**src/rtl/core/websocket_frame_deframer_macros.svh**
```systemverilog
// ----------------------------------------------------------------------------
// WebSocket frame deframer assertion macros
// Shared property forms for the deframer's checks, clocked on aclk and held
// off while aresetn is low.
// ----------------------------------------------------------------------------
`ifndef WEBSOCKET_FRAME_DEFRAMER_MACROS_SVH
`define WEBSOCKET_FRAME_DEFRAMER_MACROS_SVH

// Consequent must hold in the same cycle as the antecedent.
`define WSDF_ASSERT_SAME(label, ante, cons, msg) \
    label: assert property (@(posedge aclk) disable iff (!aresetn) (ante) |-> (cons)) \
        else $error(msg);

// Consequent must hold in the cycle after the antecedent.
`define WSDF_ASSERT_NEXT(label, ante, cons, msg) \
    label: assert property (@(posedge aclk) disable iff (!aresetn) (ante) |=> (cons)) \
        else $error(msg);

`endif

```
**src/rtl/core/wsdf_pkg.sv**
```systemverilog
// ----------------------------------------------------------------------------
// WebSocket frame deframer package
// Header field masks, length escapes, opcodes and action codes.
// ----------------------------------------------------------------------------
package wsdf_pkg;

    localparam int unsigned BYTE_W  = 8;
    localparam int unsigned LEN_W   = 64;
    localparam int unsigned KEY_W   = 32;
    localparam int unsigned OPC_W   = 4;
    localparam int unsigned ACT_W   = 2;
    localparam int unsigned HCNT_W  = 3;
    localparam int unsigned MIDX_W  = 2;

    // First and second header byte fields.
    localparam logic [BYTE_W-1:0] FLAG_BIT_MASK = 8'h80;
    localparam logic [BYTE_W-1:0] OPCODE_MASK   = 8'h0F;
    localparam logic [BYTE_W-1:0] LEN7_MASK     = 8'h7F;

    // Seven-bit length escapes.
    localparam logic [BYTE_W-1:0] LEN_ESC_16 = 8'd126;
    localparam logic [BYTE_W-1:0] LEN_ESC_64 = 8'd127;

    // Byte counts of the extended length and mask key fields.
    localparam logic [HCNT_W-1:0] LEN16_BYTES = 3'd2;
    localparam logic [HCNT_W-1:0] KEY_BYTES   = 3'd4;

    // Opcodes that lead to an action.
    localparam logic [OPC_W-1:0] OPC_TEXT  = 4'h1;
    localparam logic [OPC_W-1:0] OPC_CLOSE = 4'h8;
    localparam logic [OPC_W-1:0] OPC_PING  = 4'h9;

    typedef enum logic [ACT_W-1:0] {
        ACT_NONE    = 2'd0,
        ACT_DELIVER = 2'd1,
        ACT_PONG    = 2'd2,
        ACT_CLOSE   = 2'd3
    } action_t;

endpackage

```
**src/rtl/core/websocket_frame_deframer.sv**
```systemverilog
// ----------------------------------------------------------------------------
// WebSocket frame deframer
// Parses one WebSocket frame per received buffer and streams its unmasked
// payload.
// ----------------------------------------------------------------------------
// Usage:
// The slave channel carries the received buffer one byte per transfer, with
// s_tdata holding the raw byte and s_tlast marking the buffer's last byte.
// The master channel carries at most one result per input transfer: m_tuser
// flags a payload byte, m_tlast flags frame completion, and m_tdata carries
// the byte, the truncation flag, opcode, FIN bit and the completion action.
// Header bytes and the mask key give no result unless the frame completes
// or the buffer ends on them; trailing bytes after the frame give none.
// A result appears on the master side in the cycle after the byte that
// caused it is transferred. Throughput is one byte per cycle unless the
// receiver stalls; parser state and output register each update once per
// transfer, and the widest path is the 64-bit length decrement and compare.
// The output register doubles as the hand-off stage: a new byte is taken
// whenever that register is empty or being emptied in the same cycle, so a
// stalled receiver holds the input back after one result.
// Reset (aresetn low at a clock edge) returns the parser to the first header
// byte, clears all captured header fields and empties the output register.
// ----------------------------------------------------------------------------
`include "websocket_frame_deframer_macros.svh"

module websocket_frame_deframer (
    input  logic        aclk,
    input  logic        aresetn,

    input  logic        s_tvalid,
    output logic        s_tready,
    input  logic [7:0]  s_tdata,   // [7:0] rx_byte
    input  logic        s_tlast,   // buffer_end

    output logic        m_tvalid,
    input  logic        m_tready,
    // [7:0] payload_byte, [8] truncated, [12:9] frame_opcode, [13] fin_flag,
    // [15:14] action
    output logic [15:0] m_tdata,
    output logic        m_tuser,   // has_byte
    output logic        m_tlast    // frame_done
);

    typedef enum logic [2:0] {
        PH_B0   = 3'd0,
        PH_B1   = 3'd1,
        PH_L16  = 3'd2,
        PH_L64  = 3'd3,
        PH_MASK = 3'd4,
        PH_PAY  = 3'd5,
        PH_DISC = 3'd6
    } phase_t;

    // Parser state.
    phase_t                           phase_reg,  phase_next;
    logic [wsdf_pkg::OPC_W-1:0]       opcode_reg, opcode_next;
    logic                             fin_reg,    fin_next;
    logic                             masked_reg, masked_next;
    logic [wsdf_pkg::LEN_W-1:0]       len_reg,    len_next;
    logic [wsdf_pkg::HCNT_W-1:0]      hcnt_reg,   hcnt_next;
    logic [wsdf_pkg::KEY_W-1:0]       key_reg,    key_next;
    logic [wsdf_pkg::MIDX_W-1:0]      midx_reg,   midx_next;

    // Output register.
    logic        m_tvalid_reg;
    logic [15:0] m_tdata_reg;
    logic        m_tuser_reg;
    logic        m_tlast_reg;

    logic                            in_xfer;
    logic                            has_c, done_c, trunc_c;
    logic [wsdf_pkg::BYTE_W-1:0]     pbyte_c;
    logic [wsdf_pkg::BYTE_W-1:0]     key_byte_c;
    wsdf_pkg::action_t               act_c;
    logic [wsdf_pkg::LEN_W-1:0]      len_shift_c;
    logic [wsdf_pkg::HCNT_W-1:0]     hcnt_inc_c;
    logic [wsdf_pkg::BYTE_W-1:0]     len7_c;

    // The output register is free when it is empty or being drained.
    assign s_tready = !m_tvalid_reg || m_tready;
    assign in_xfer  = s_tvalid && s_tready;

    assign len_shift_c = {len_reg[wsdf_pkg::LEN_W-wsdf_pkg::BYTE_W-1:0], s_tdata};
    assign hcnt_inc_c  = hcnt_reg + 3'd1;
    assign len7_c      = s_tdata & wsdf_pkg::LEN7_MASK;

    // Mask key byte for the current payload position; key byte zero sits in
    // the top bits of the key register.
    always_comb begin
        case (midx_reg)
            2'd0:    key_byte_c = key_reg[31:24];
            2'd1:    key_byte_c = key_reg[23:16];
            2'd2:    key_byte_c = key_reg[15:8];
            default: key_byte_c = key_reg[7:0];
        endcase
    end

    // Next-state logic for one accepted byte.
    always_comb begin
        phase_next  = phase_reg;
        opcode_next = opcode_reg;
        fin_next    = fin_reg;
        masked_next = masked_reg;
        len_next    = len_reg;
        hcnt_next   = hcnt_reg;
        key_next    = key_reg;
        midx_next   = midx_reg;
        has_c       = 1'b0;
        done_c      = 1'b0;
        trunc_c     = 1'b0;
        pbyte_c     = '0;
        act_c       = wsdf_pkg::ACT_NONE;

        case (phase_reg)
            PH_B0: begin
                fin_next    = |(s_tdata & wsdf_pkg::FLAG_BIT_MASK);
                opcode_next = s_tdata[wsdf_pkg::OPC_W-1:0];
                phase_next  = PH_B1;
            end
            PH_B1: begin
                masked_next = |(s_tdata & wsdf_pkg::FLAG_BIT_MASK);
                hcnt_next   = '0;
                key_next    = '0;
                midx_next   = '0;
                len_next    = '0;
                if (len7_c == wsdf_pkg::LEN_ESC_16) begin
                    phase_next = PH_L16;
                end else if (len7_c == wsdf_pkg::LEN_ESC_64) begin
                    phase_next = PH_L64;
                end else begin
                    len_next = {{(wsdf_pkg::LEN_W-wsdf_pkg::BYTE_W){1'b0}}, len7_c};
                    if (s_tdata[7]) begin
                        phase_next = PH_MASK;
                    end else if (len7_c == '0) begin
                        done_c = 1'b1;
                    end else begin
                        phase_next = PH_PAY;
                    end
                end
            end
            PH_L16, PH_L64: begin
                len_next  = len_shift_c;
                hcnt_next = hcnt_inc_c;
                // The 64-bit field ends when the three-bit count wraps.
                if ((phase_reg == PH_L16 && hcnt_inc_c >= wsdf_pkg::LEN16_BYTES) ||
                    hcnt_inc_c == '0) begin
                    hcnt_next = '0;
                    if (masked_reg) begin
                        phase_next = PH_MASK;
                    end else begin
                        midx_next = '0;
                        if (len_shift_c == '0) begin
                            done_c = 1'b1;
                        end else begin
                            phase_next = PH_PAY;
                        end
                    end
                end
            end
            PH_MASK: begin
                key_next  = {key_reg[wsdf_pkg::KEY_W-wsdf_pkg::BYTE_W-1:0], s_tdata};
                hcnt_next = hcnt_inc_c;
                if (hcnt_inc_c >= wsdf_pkg::KEY_BYTES) begin
                    hcnt_next = '0;
                    midx_next = '0;
                    if (len_reg == '0) begin
                        done_c = 1'b1;
                    end else begin
                        phase_next = PH_PAY;
                    end
                end
            end
            PH_PAY: begin
                has_c     = 1'b1;
                pbyte_c   = masked_reg ? (s_tdata ^ key_byte_c) : s_tdata;
                midx_next = midx_reg + 2'd1;
                len_next  = len_reg - 64'd1;
                done_c    = (len_reg == 64'd1);
            end
            PH_DISC: begin
                phase_next = PH_DISC;
            end
            default: begin
                phase_next = PH_B0;
            end
        endcase

        if (done_c) begin
            if (opcode_reg == wsdf_pkg::OPC_TEXT) begin
                act_c = wsdf_pkg::ACT_DELIVER;
            end else if (opcode_reg == wsdf_pkg::OPC_PING) begin
                act_c = wsdf_pkg::ACT_PONG;
            end else if (opcode_reg == wsdf_pkg::OPC_CLOSE) begin
                act_c = wsdf_pkg::ACT_CLOSE;
            end
            phase_next = s_tlast ? PH_B0 : PH_DISC;
        end else if (s_tlast) begin
            // A buffer that ends inside the frame truncates it; one that ends
            // among trailing bytes just rearms the parser.
            trunc_c    = (phase_reg != PH_DISC);
            phase_next = PH_B0;
            hcnt_next  = '0;
        end
    end

    always_ff @(posedge aclk) begin
        if (!aresetn) begin
            phase_reg    <= PH_B0;
            opcode_reg   <= '0;
            fin_reg      <= 1'b0;
            masked_reg   <= 1'b0;
            len_reg      <= '0;
            hcnt_reg     <= '0;
            key_reg      <= '0;
            midx_reg     <= '0;
            m_tvalid_reg <= 1'b0;
        end else begin
            if (in_xfer) begin
                phase_reg  <= phase_next;
                opcode_reg <= opcode_next;
                fin_reg    <= fin_next;
                masked_reg <= masked_next;
                len_reg    <= len_next;
                hcnt_reg   <= hcnt_next;
                key_reg    <= key_next;
                midx_reg   <= midx_next;
            end
            if (in_xfer) begin
                m_tvalid_reg <= has_c || done_c || trunc_c;
            end else if (m_tready) begin
                m_tvalid_reg <= 1'b0;
            end
        end
    end

    // Result payload; loaded on every transfer, read only while valid.
    always_ff @(posedge aclk) begin
        if (in_xfer) begin
            m_tdata_reg <= {act_c, fin_next, opcode_next, trunc_c, pbyte_c};
            m_tuser_reg <= has_c;
            m_tlast_reg <= done_c;
        end
    end

    assign m_tvalid = m_tvalid_reg;
    assign m_tdata  = m_tdata_reg;
    assign m_tuser  = m_tuser_reg;
    assign m_tlast  = m_tlast_reg;

    // An action is only ever reported together with frame completion.
    `WSDF_ASSERT_SAME(a_act_only_done, m_tvalid && !m_tlast, m_tdata[15:14] == 2'd0,
                      "action without frame completion")

    // A frame cannot both complete and be truncated.
    `WSDF_ASSERT_SAME(a_done_xor_trunc, m_tvalid, !(m_tlast && m_tdata[8]),
                      "frame done and truncated together")

    // While streaming payload there is always at least one byte left.
    `WSDF_ASSERT_SAME(a_pay_len_nonzero, phase_reg == PH_PAY, len_reg != '0,
                      "payload phase with zero length")

    // The mask key is only collected for masked frames.
    `WSDF_ASSERT_SAME(a_mask_needs_flag, phase_reg == PH_MASK, masked_reg,
                      "mask key phase on an unmasked frame")

    // A payload byte transfer always yields a result carrying that byte.
    `WSDF_ASSERT_NEXT(a_pay_gives_byte, in_xfer && phase_reg == PH_PAY, m_tvalid && m_tuser,
                      "payload byte without result")

endmodule
```
**config.mk**
```make
export PLATFORM = sky130hd
export DESIGN_NAME = websocket_frame_deframer
export DESIGN_NICKNAME = d
export VERILOG_FILES = /design/src/rtl/core/wsdf_pkg.sv /design/src/rtl/core/websocket_frame_deframer.sv
export VERILOG_INCLUDE_DIRS = /design/src /design/src/rtl/core
export SDC_FILE = /design/constraint.sdc
export NUM_CORES = 1
export LEC_CHECK = 0
export ABC_AREA = 1
export BUFFER_PORTS_ARGS = -buffer_cell sky130_fd_sc_hd__buf_2
export CAP_MARGIN = 40
export CORE_MARGIN = 10
export CORE_UTILIZATION = 40
export CTS_CLUSTER_DIAMETER = 50
export DETAILED_ROUTE_END_ITERATION = 12
export PLACE_DENSITY = 0.63
export RECOVER_POWER = 25
export SETUP_SLACK_MARGIN = 0.4
export SYNTH_ARGS = -nofsm -noshare
export SYNTH_HDL_FRONTEND = slang
export SYNTH_SLANG_ARGS = --single-unit
```
**constraint.sdc**
```tcl
create_clock -name aclk -period 2.83 [get_ports aclk]
set_clock_uncertainty 0.1 [all_clocks]
set_input_delay 0.1415 -clock aclk [delete_from_list [all_inputs] [get_ports aclk]]
set_output_delay 0.1415 -clock aclk [all_outputs]
set_load 0.02 [all_outputs]
```
==> flow_summary.json, run 1 <==
{
  "final.fill_count": 2128,
  "total_leakage_power_nw": 4.01,
  "status": "finished clean",
  "synthesis.area_per_instance_sq_um": 6.48,
  "cts-buffers-inserted": 17,
  "post_synth_inst_count": 1264,
  "cp-end-kind": "flop",
  "cts_buffer_depth": 2,
  "crit_fanout": 19,
  "layout-drive-gt1-share_pct": 10.5,
  "path_class_of_the_lowest_slack_min_delay_path": "in2reg",
  "vias_in_the_first_global_route": 7896,
  "die_h_microns": 163,
  "drt_first_pass_iters": 6,
  "floorplan.die.width_microns": 163,
  "timing.final.crit_share_pct": 82.9,
  "grt_pass1_wl_microns": 41100,
  "relative_max_transition_margin_pct": 43.8,
  "register_area_sq_um": 2760,
  "timing.final.max_slew_violations": 0,
  "post-dp-hpwl_microns": 17700,
  "cp.required_ns": 3.05,
  "synth.net_count": 1287,
  "post_drt_wl_per_cell_microns": 16.0,
  "io-pin-count": 33,
  "grt_antenna_before_repair": 0,
  "area_occupied_by_multi_input_gates_sq_um": 4440,
  "power-per-cell-area_nw_per_um2": 661,
  "clkSinkCount": 129,
  "number_of_cells_on_the_worst_hold_path": 5,
  "maximum_operating_frequency_mhz": 426,
  "vdd_drop_max_mv": 0.439,
  "ratio_of_routed_vias_to_standard_cells": 5.35,
  "worst_setup_path_start_kind": "flop",
  "synth-seq-area-share_pct": 33.7,
  "drt-initial-drc-count": 712,
  "commonest_non_fill_non_tap_cells_in_the_layout": "sky130_fd_sc_hd__nor2_1, sky130_fd_sc_hd__inv_1, sky130_fd_sc_hd__nand2_1",
  "crit_type": "reg2reg",
  "whs_endpoint": "len_reg[5]$_SDFFE_PN0P_",
  "finish.net_count": 1314,
  "synthesis.area_sq_um": 8200,
  "largest_register_ffs": 64,
  "final.min_clock_period_ns": 2.35,
  "clock_latency_ns": 0.44,
  "tritoncts": "built",
  "r2r-end": "len_reg[13]$_SDFFE_PN0P_",
  "drtAntennaViolNets": 0,
  "n_antenna_cell": 0,
  "setup_viol_count_final": 0,
  "finalCoreUtilization_pct": 45.9,
  "globalRouteOverflowTotal": 0,
  "worst_r2r_path_depth": 5,
  "gp_congestion": 0.945,
  "most_frequent_standard_cell_in_the_layout_excluding_fill_and_tap_cells": "sky130_fd_sc_hd__nor2_1",
  "maxCapViolCount": 0,
  "design.core.area_sq_um": 20200,
  "num_vias": 8419,
  "syn_to_final_growth_pct": 13.0,
  "postSynthRegisterBits": 129,
  "ctsHtreeMaxLevel": 4,
  "port_buffers": 32,
  "report.final.hold_viol_count": 0,
  "fp.dieArea_sq_um": 26600,
  "worstMarginPinSlew_ns": 0.842,
  "hold_ws_ns": 0.0376,
  "rows": 52,
  "aggregate_global_route_resource_usage_pct": 18.9,
  "grt_start_max_net_pins": 56,
  "ff2ff_setup_slack_ns": 0.48,
  "root_buffer": "sky130_fd_sc_hd__clkbuf_16",
  "effective_utilization_at_floorplan_pct": 40.6,
  "rsz0062_at_grt": "no",
  "tns_ns": 0,
  "remaining_drc_errors": 0,
  "clk_transition_reported_paths_ns": 0.07,
  "ys.warnings.count": 0,
  "worstHoldStart": "s_tdata[5]",
  "synth.lib_cells_used.distinct": 47,
  "arrival_ns": 2.57,
  "r2r_path_start": "phase_reg[0]$_SDFFE_PN0P_",
  "totalWireLength_microns": 25100
}
==> kinds of logic (layout without fill, tap and decap cells) <==
kind of cell	count (synthesis)	after routing	synth area share (%)
buffers and inverters	261	301	12.2
xor gates and xnor gates	3	3	0.321
AOI/OAI and AO/OA	313	313	21.4
DFF	129	129	33.7
adders and majority gates	10	10	1.53
and+or+nand+nor	548	548	30.8
==> power by group <==
part	leakage (nW)	switching, mW	internal, mW	total (mW)
clock network	0.275	0.961	1.20	2.16
logic	2.65	1.29	0.529	1.82
registers	1.09	0.161	1.99	2.15
==> layout make-up <==
type	instances	area share [%]
Inverter	211	8.58
Clock inverter	13	1.18
Sequential cell	129	29.8
Timing Repair Buffer	58	3.89
Multi-Input combinational cell	874	48.0
Tap cell	270	3.65
Clock buffer	19	4.90
==> per-stage QoR <==
stage	worst slack, ns	power (mW)	cells	cell area [sq um]
after floorplan	0.691	3.48	1264	8200
after global placement	0.558	3.96	1534	8640
after detailed placement	0.539	3.97	1534	8640
after CTS	0.530	6.14	1574	9290
after global routing	0.319	6.47	1574	9260
final	0.483	6.13	1574	9260
==> critical path, stage by stage (launching register included) <==
cell                       delay [ns]
sky130_fd_sc_hd__dfxtp_1         0.51
sky130_fd_sc_hd__nand3_2         0.22
sky130_fd_sc_hd__inv_1           0.67
sky130_fd_sc_hd__buf_4           0.34
sky130_fd_sc_hd__nand3_1         0.09
sky130_fd_sc_hd__a221oi_1        0.29
==> layer usage <==
metal / global-route usage [%] / wire length [microns] / vias up
li1: - / - / 4253
met1: 24.3 / 11500 / 3924
met2: 31.2 / 12100 / 212
met3: 3.37 / 1130 / 30
met4: 6.19 / 444 / 0
met5: 0 / 0 / -
==> how the worst max path moves through the flow <==
stage / start / end / slack, ns / cells after the start
floorplan: m_tvalid$_SDFFE_PN0P_ / masked_reg$_SDFFE_PN0P_ / 0.69 / 6
global placement: hcnt_reg[0]$_SDFFE_PN0P_ / m_tdata[14]$_SDFFCE_PN0P_ / 0.56 / 12
detailed placement: hcnt_reg[0]$_SDFFE_PN0P_ / m_tdata[14]$_SDFFCE_PN0P_ / 0.54 / 12
CTS: hcnt_reg[0]$_SDFFE_PN0P_ / phase_reg[1]$_SDFFE_PN0P_ / 0.53 / 14
global route: phase_reg[0]$_SDFFE_PN0P_ / len_reg[6]$_SDFFE_PN0P_ / 0.32 / 7
finish: phase_reg[0]$_SDFFE_PN0P_ / len_reg[13]$_SDFFE_PN0P_ / 0.48 / 5
==> synth_stat cells, drive strengths merged <==
master	count	share of area (%)
a221oi	24	2.6
inv	209	9.6
o32ai	1	0.11
nand3	79	4.9
nor3	28	1.8
ha	10	1.5
a211oi	3	0.27
buf	18	1.0
a311oi	1	0.11
o2111ai	1	0.11
nor4	14	1.3
dfxtp	111	27
o21ai	99	6.0
nor2	218	11
clkinv	2	0.092
xor2	3	0.32
nand3b	5	0.50
and2	4	0.31
or2	9	0.72
a31oi	4	0.31
o21bai	7	0.69
nand4	17	1.4
a21oi	136	8.3
o211ai	2	0.18
nand2	174	8.5
o31ai	1	0.092
o22ai	33	2.5
edfxtp	18	6.6
a22oi	1	0.092
clkbuf	32	1.5
==> timing repair <==
action,4_1_cts,5_1_grt
buffers inserted,0,0
hold endpoints to repair,7,0
gates resized for setup,0,1
hold buffers,8,0
setup endpoints to repair,0,9
(Power assumes the default switching activity.)
==> inputs of run 2 (changes only) <==
clock period = 2.3 ns   (was 2.83 ns; I/O delays follow)
==> flow_summary.json, run 2 (synthesized netlist as in run 1, its figures left out) <==
{
  "gr-usage-met3_pct": 3.65,
  "stdcell_area_sq_um": 10500,
  "maximum_operating_frequency_mhz": 498,
  "worstMarginPinSlew_ns": 0.644,
  "num_vias": 8782,
  "worst_setup_path_start_kind": "flop",
  "aggregate_global_route_resource_usage_pct": 19.8,
  "floorplan.die.width_microns": 163,
  "layout-drive-gt1-share_pct": 26.0,
  "arrival_ns": 2.08,
  "globalRouteOverflowTotal": 0,
  "clk_transition_reported_paths_ns": 0.07,
  "timing.final.crit_share_pct": 87.2,
  "r2r-end": "m_tdata[8]$_DFFE_PP_",
  "ff2ff_setup_slack_ns": 0.29,
  "whs_endpoint": "len_reg[6]$_SDFFE_PN0P_",
  "report.final.hold_viol_count": 0,
  "die_h_microns": 163,
  "share_comb_of_total_power_pct": 35.2,
  "status": "finished clean",
  "rsz0062_at_grt": "yes",
  "path_class_of_the_lowest_slack_min_delay_path": "in2reg",
  "commonest_non_fill_non_tap_cells_in_the_layout": "sky130_fd_sc_hd__inv_1, sky130_fd_sc_hd__nand2_1, sky130_fd_sc_hd__nor2_1",
  "r2r_path_start": "len_reg[30]$_SDFFE_PN0P_",
  "ctsHtreeMaxLevel": 4,
  "power-per-cell-area_nw_per_um2": 808,
  "sw_frac_of_total_pct": 40.2,
  "p_switching_mw": 3.41,
  "timing.final.max_slew_violations": 0,
  "power.internal_mw": 5.07,
  "grt_antenna_before_repair": 0,
  "clock_latency_ns": 0.44,
  "most_frequent_standard_cell_in_the_layout_excluding_fill_and_tap_cells": "sky130_fd_sc_hd__inv_1",
  "design.core.area_sq_um": 20200,
  "grt_start_max_net_pins": 56,
  "worstHoldStart": "s_tdata[6]",
  "clkSinkCount": 129,
  "placedInstanceArea_sq_um": 8860,
  "n_antenna_cell": 0,
  "port_buffers": 32,
  "remaining_drc_errors": 0,
  "root_buffer": "sky130_fd_sc_hd__clkbuf_16",
  "number_of_cells_on_the_worst_hold_path": 5,
  "setup_viol_count_final": 0,
  "worst_slack_ns": 0.294,
  "post-dp-hpwl_microns": 18100,
  "tritoncts": "built",
  "total_leakage_power_nw": 4.47,
  "totalWireLength_microns": 27000,
  "vias_in_the_first_global_route": 8226,
  "grt_use_met1_pct": 24.9,
  "p_seq_share_pct": 31.3,
  "final.min_clock_period_ns": 2.01,
  "busiest_grt_layer": "met2",
  "largest_register_ffs": 64,
  "cp.required_ns": 2.37,
  "rows": 52,
  "grt_pass1_wl_microns": 42800,
  "fp.dieArea_sq_um": 26600,
  "grt.met2_usage_pct": 33.1,
  "final.fill_count": 1992,
  "crit_type": "reg2reg",
  "ratio_of_routed_vias_to_standard_cells": 5.38,
  "relative_max_transition_margin_pct": 57.1,
  "worst_r2r_path_depth": 11,
  "drtAntennaViolNets": 0,
  "effective_utilization_at_floorplan_pct": 40.6,
  "drt_first_pass_iters": 5,
  "drt-initial-drc-count": 700,
  "maxCapViolCount": 0,
  "clock_power_share_pct": 33.5,
  "gp_congestion": 0.941,
  "finalCoreUtilization_pct": 52.0,
  "syn_to_final_growth_pct": 28.0,
  "cts-buffers-inserted": 17,
  "finish.net_count": 1371,
  "io-pin-count": 33,
  "crit_fanout": 6,
  "pre_cts_slack_ns": 0.0975,
  "cp-end-kind": "flop",
  "post_drt_wl_per_cell_microns": 16.6,
  "vdd_drop_max_mv": 0.476,
  "tns_ns": 0,
  "cts_buffer_depth": 2
}
run 2: cell types whose count changed in the layout (fill, tap and decap cells not counted), sizes merged:
cell	before	now
clkbuf	40	41
clkinv	1	3
buf	29	83
inv	221	220
bufinv	0	1
run 2: worst max path at each step:
stage / startpoint / endpoint / slack, ns / depth (start not counted)
after detailed placement: len_reg[0]$_SDFFE_PN0P_ / len_reg[62]$_SDFFE_PN0P_ / 0.1 / 11
final: len_reg[30]$_SDFFE_PN0P_ / m_tdata[8]$_DFFE_PP_ / 0.29 / 11
after global routing: len_reg[6]$_SDFFE_PN0P_ / len_reg[41]$_SDFFE_PN0P_ / 0.13 / 14
after floorplan: hcnt_reg[0]$_SDFFE_PN0P_ / m_tdata[14]$_SDFFCE_PN0P_ / 0.43 / 12
after global placement: len_reg[0]$_SDFFE_PN0P_ / len_reg[62]$_SDFFE_PN0P_ / 0.15 / 11
after CTS: len_reg[6]$_SDFFE_PN0P_ / len_reg[49]$_SDFFE_PN0P_ / 0.34 / 14
run 2: metrics by stage:
step / hold WS, ns / instances / power (mW)
after detailed placement: 0.284 / 1555 / 4.97
after global placement: 0.276 / 1555 / 4.97
final: 0.0249 / 1631 / 8.48
after CTS: 0.0173 / 1612 / 8.02
after floorplan: 0.153 / 1264 / 4.29
after global routing: 0.0467 / 1631 / 8.90
run 2: power groups by stage:
stage,combinational (mW),clock [mW],sequential (mW)
after floorplan,1.64,0,2.65
after global placement,2.31,0,2.66
after detailed placement,2.31,0,2.66
after CTS,2.55,2.86,2.62
after global routing,3.26,2.96,2.68
final,2.99,2.84,2.65
run 2: cell type report:
class	count	area [sq um]	share of cell area [%]
Clock inverter	15	185	1.76
Sequential cell	129	2810	26.8
Inverter	211	812	7.74
Clock buffer	17	425	4.05
Timing Repair Buffer	115	858	8.18
Multi-Input combinational cell	874	5070	48.3
Tap cell	270	338	3.22
run 2: worst max-delay path, stage by stage (launching register included):
cell and delay, ns:
sky130_fd_sc_hd__dfxtp_1 0.39, sky130_fd_sc_hd__nor2_2 0.18, sky130_fd_sc_hd__nand2_1 0.12, sky130_fd_sc_hd__nor2_4 0.17, sky130_fd_sc_hd__nand2_1 0.12, sky130_fd_sc_hd__nor2_2 0.15
sky130_fd_sc_hd__nand3_1 0.08, sky130_fd_sc_hd__nand3_1 0.12, sky130_fd_sc_hd__nor2_4 0.08, sky130_fd_sc_hd__buf_6 0.12, sky130_fd_sc_hd__nand2_4 0.07, sky130_fd_sc_hd__nor2_1 0.04
run 2: timing repair:
action                                  4_1_cts  5_1_grt
buffers inserted                             17       18
gates resized for setup                      65      148
hold buffers                                  8        0
pin swaps                                    25       34
hold endpoints to repair                     10        0
cloned                                        0        1
endpoints found under the setup margin       56      108
run 2: routing by layer:
layer | routed length [microns] | part of all wire (%)
met1 | 11800 | 44
met2 | 13200 | 49
met3 | 1280 | 4.7
met5 | 0 | 0
met4 | 720 | 2.7
==> inputs of run 3 (changes only) <==
==> constraint.sdc (replaced) <==
create_clock -name aclk -period 2.3 [get_ports aclk]
set_clock_uncertainty 0.1 [all_clocks]
set_input_delay 0.23 -clock aclk [delete_from_list [all_inputs] [get_ports aclk]]
set_output_delay 0.23 -clock aclk [all_outputs]
set_load 0.02 [all_outputs]
==> flow_summary.json, run 3 (synthesized netlist as in run 1, its figures left out) <==
{
  "path_class_of_the_lowest_slack_min_delay_path": "in2reg",
  "rows": 52,
  "cp-end-kind": "flop",
  "io-pin-count": 33,
  "crit_fanout": 6,
  "sw_frac_of_total_pct": 40.2,
  "largest_register_ffs": 64,
  "ratio_of_routed_vias_to_standard_cells": 5.49,
  "n_antenna_cell": 0,
  "crit_type": "reg2reg",
  "effective_utilization_at_floorplan_pct": 40.6,
  "timing.final.max_slew_violations": 0,
  "p_switching_mw": 3.45,
  "maxCapViolCount": 0,
  "cts_buffer_depth": 2,
  "worstMarginPinSlew_ns": 0.570,
  "clk_transition_reported_paths_ns": 0.06,
  "register_area_sq_um": 2840,
  "relative_max_transition_margin_pct": 62.0,
  "finish.net_count": 1378,
  "cts-buffers-inserted": 17,
  "vdd_drop_max_mv": 0.609,
  "grt_antenna_before_repair": 0,
  "post-dp-hpwl_microns": 18000,
  "fp.dieArea_sq_um": 26600,
  "power.internal_mw": 5.14,
  "rsz0062_at_grt": "yes",
  "status": "finished clean",
  "drt_first_pass_iters": 5,
  "drtAntennaViolNets": 0,
  "num_vias": 8998,
  "most_frequent_standard_cell_in_the_layout_excluding_fill_and_tap_cells": "sky130_fd_sc_hd__inv_1",
  "grt_start_max_net_pins": 56,
  "clock_power_share_pct": 32.2,
  "ctsHtreeMaxLevel": 4,
  "report.final.hold_viol_count": 0,
  "drt-initial-drc-count": 708,
  "floorplan.die.width_microns": 163,
  "arrival_ns": 2.24,
  "post_layout_nonfiller_instances": 1638,
  "die_h_microns": 163,
  "remaining_drc_errors": 0,
  "clock_latency_ns": 0.43,
  "p_seq_share_pct": 31.0,
  "power-per-cell-area_nw_per_um2": 803,
  "grt_pass1_wl_microns": 42900,
  "tritoncts": "built",
  "maximum_operating_frequency_mhz": 497,
  "totalWireLength_microns": 27700,
  "gp_congestion": 0.970,
  "placedInstanceArea_sq_um": 8840,
  "dp_cells": 1549,
  "syn_to_final_growth_pct": 30.6,
  "setup_viol_count_final": 0,
  "cp.required_ns": 2.52,
  "design.core.area_sq_um": 20200,
  "layout-drive-gt1-share_pct": 28.5,
  "final.min_clock_period_ns": 2.01,
  "final.fill_count": 1925,
  "root_buffer": "sky130_fd_sc_hd__clkbuf_16",
  "post_drt_wl_per_cell_microns": 16.9,
  "port_buffers": 32,
  "clkSinkCount": 129,
  "area_occupied_by_multi_input_gates_sq_um": 5190,
  "total_leakage_power_nw": 4.54,
  "timing.final.crit_share_pct": 87.6,
  "stdcell_area_sq_um": 10700,
  "worst_setup_path_start_kind": "flop",
  "globalRouteOverflowTotal": 0,
  "commonest_non_fill_non_tap_cells_in_the_layout": "sky130_fd_sc_hd__inv_1, sky130_fd_sc_hd__nand2_1, sky130_fd_sc_hd__nor2_1",
  "share_comb_of_total_power_pct": 36.9,
  "tns_ns": 0,
  "aggregate_global_route_resource_usage_pct": 19.8,
  "vias_in_the_first_global_route": 8344
}
[run 3: cell types whose count changed in the layout (fill, tap and decap cells not counted), sizes merged]
cell,delta
buf,+12
dlygate4sd3,-5
clkinv,-1
inv,+1
[run 3: final cells by class]
| type | count | area share (%) |
|---|---|---|
| multi-input cells | 874 | 48.5 |
| clock inverters | 15 | 1.50 |
| repair buffers | 122 | 8.68 |
| inverters | 211 | 7.67 |
| flip-flops and latches | 129 | 26.5 |
| well taps | 270 | 3.16 |
| clock buffers | 17 | 3.98 |
[run 3: power by group through the flow]
stage	clock network, mW	registers, mW	logic, mW
2_1_floorplan	0	2.65	1.64
5_1_grt	2.90	2.68	3.43
3_3_place_gp	0	2.66	2.30
4_1_cts	2.80	2.63	2.60
3_5_place_dp	0	2.67	2.30
6_report	2.77	2.66	3.17
[run 3: path summary, 6_finish.rpt]
check             depth (start not counted)                      from                         to  slack (ns)
setup / recovery                         13  hcnt_reg[1]$_SDFFE_PN0P_  phase_reg[0]$_SDFFE_PN0P_        0.29
hold / removal                            3                s_tdata[1]    len_reg[1]$_SDFFE_PN0P_       0.007
setup reg to reg                         13  hcnt_reg[1]$_SDFFE_PN0P_  phase_reg[0]$_SDFFE_PN0P_        0.29
hold reg to reg                           4  key_reg[31]$_SDFFE_PN0P_   key_reg[31]$_SDFFE_PN0P_        0.44
[run 3: timing repair]
action | CTS | global route
setup endpoints to repair | 57 | 109
hold buffers | 3 | 0
hold endpoints to repair | 2 | 0
buffers inserted | 22 | 31
gates cloned | 0 | 1
pin swaps | 29 | 52
resized for setup | 87 | 177
[run 3: worst max-delay path, stage by stage (launching register included)]
cell	delay [ns]
sky130_fd_sc_hd__dfxtp_4	0.36
sky130_fd_sc_hd__ha_4	0.16
sky130_fd_sc_hd__ha_4	0.22
sky130_fd_sc_hd__inv_4	0.05
sky130_fd_sc_hd__nand2_2	0.04
sky130_fd_sc_hd__o21ai_2	0.15
sky130_fd_sc_hd__a21oi_2	0.07
sky130_fd_sc_hd__nand4_1	0.11
sky130_fd_sc_hd__inv_2	0.06
sky130_fd_sc_hd__nor2_4	0.22
sky130_fd_sc_hd__nand2_4	0.10
sky130_fd_sc_hd__buf_6	0.12
sky130_fd_sc_hd__a21oi_2	0.10
sky130_fd_sc_hd__nor2_1	0.05
[run 3: stage by stage]
stage | setup WS [ns] | hold WS [ns] | power [mW] | utilization (%)
6_report | 0.286 | 0.00717 | 8.60 | 53.1
5_1_grt | 0.115 | 0.0332 | 9.01 | 53.1
4_1_cts | 0.345 | 0.000141 | 8.03 | 49.0
3_5_place_dp | 0.133 | 0.401 | 4.97 | 43.8
3_3_place_gp | 0.114 | 0.389 | 4.96 | 43.8
2_1_floorplan | 0.426 | 0.268 | 4.29 | -
[run 3: routing by layer]
layer	GRT usage, %	part of all wire, %
met5	0	0
met4	6.72	2.1
met3	3.67	5.7
met2	33.2	49
met1	25.0	43
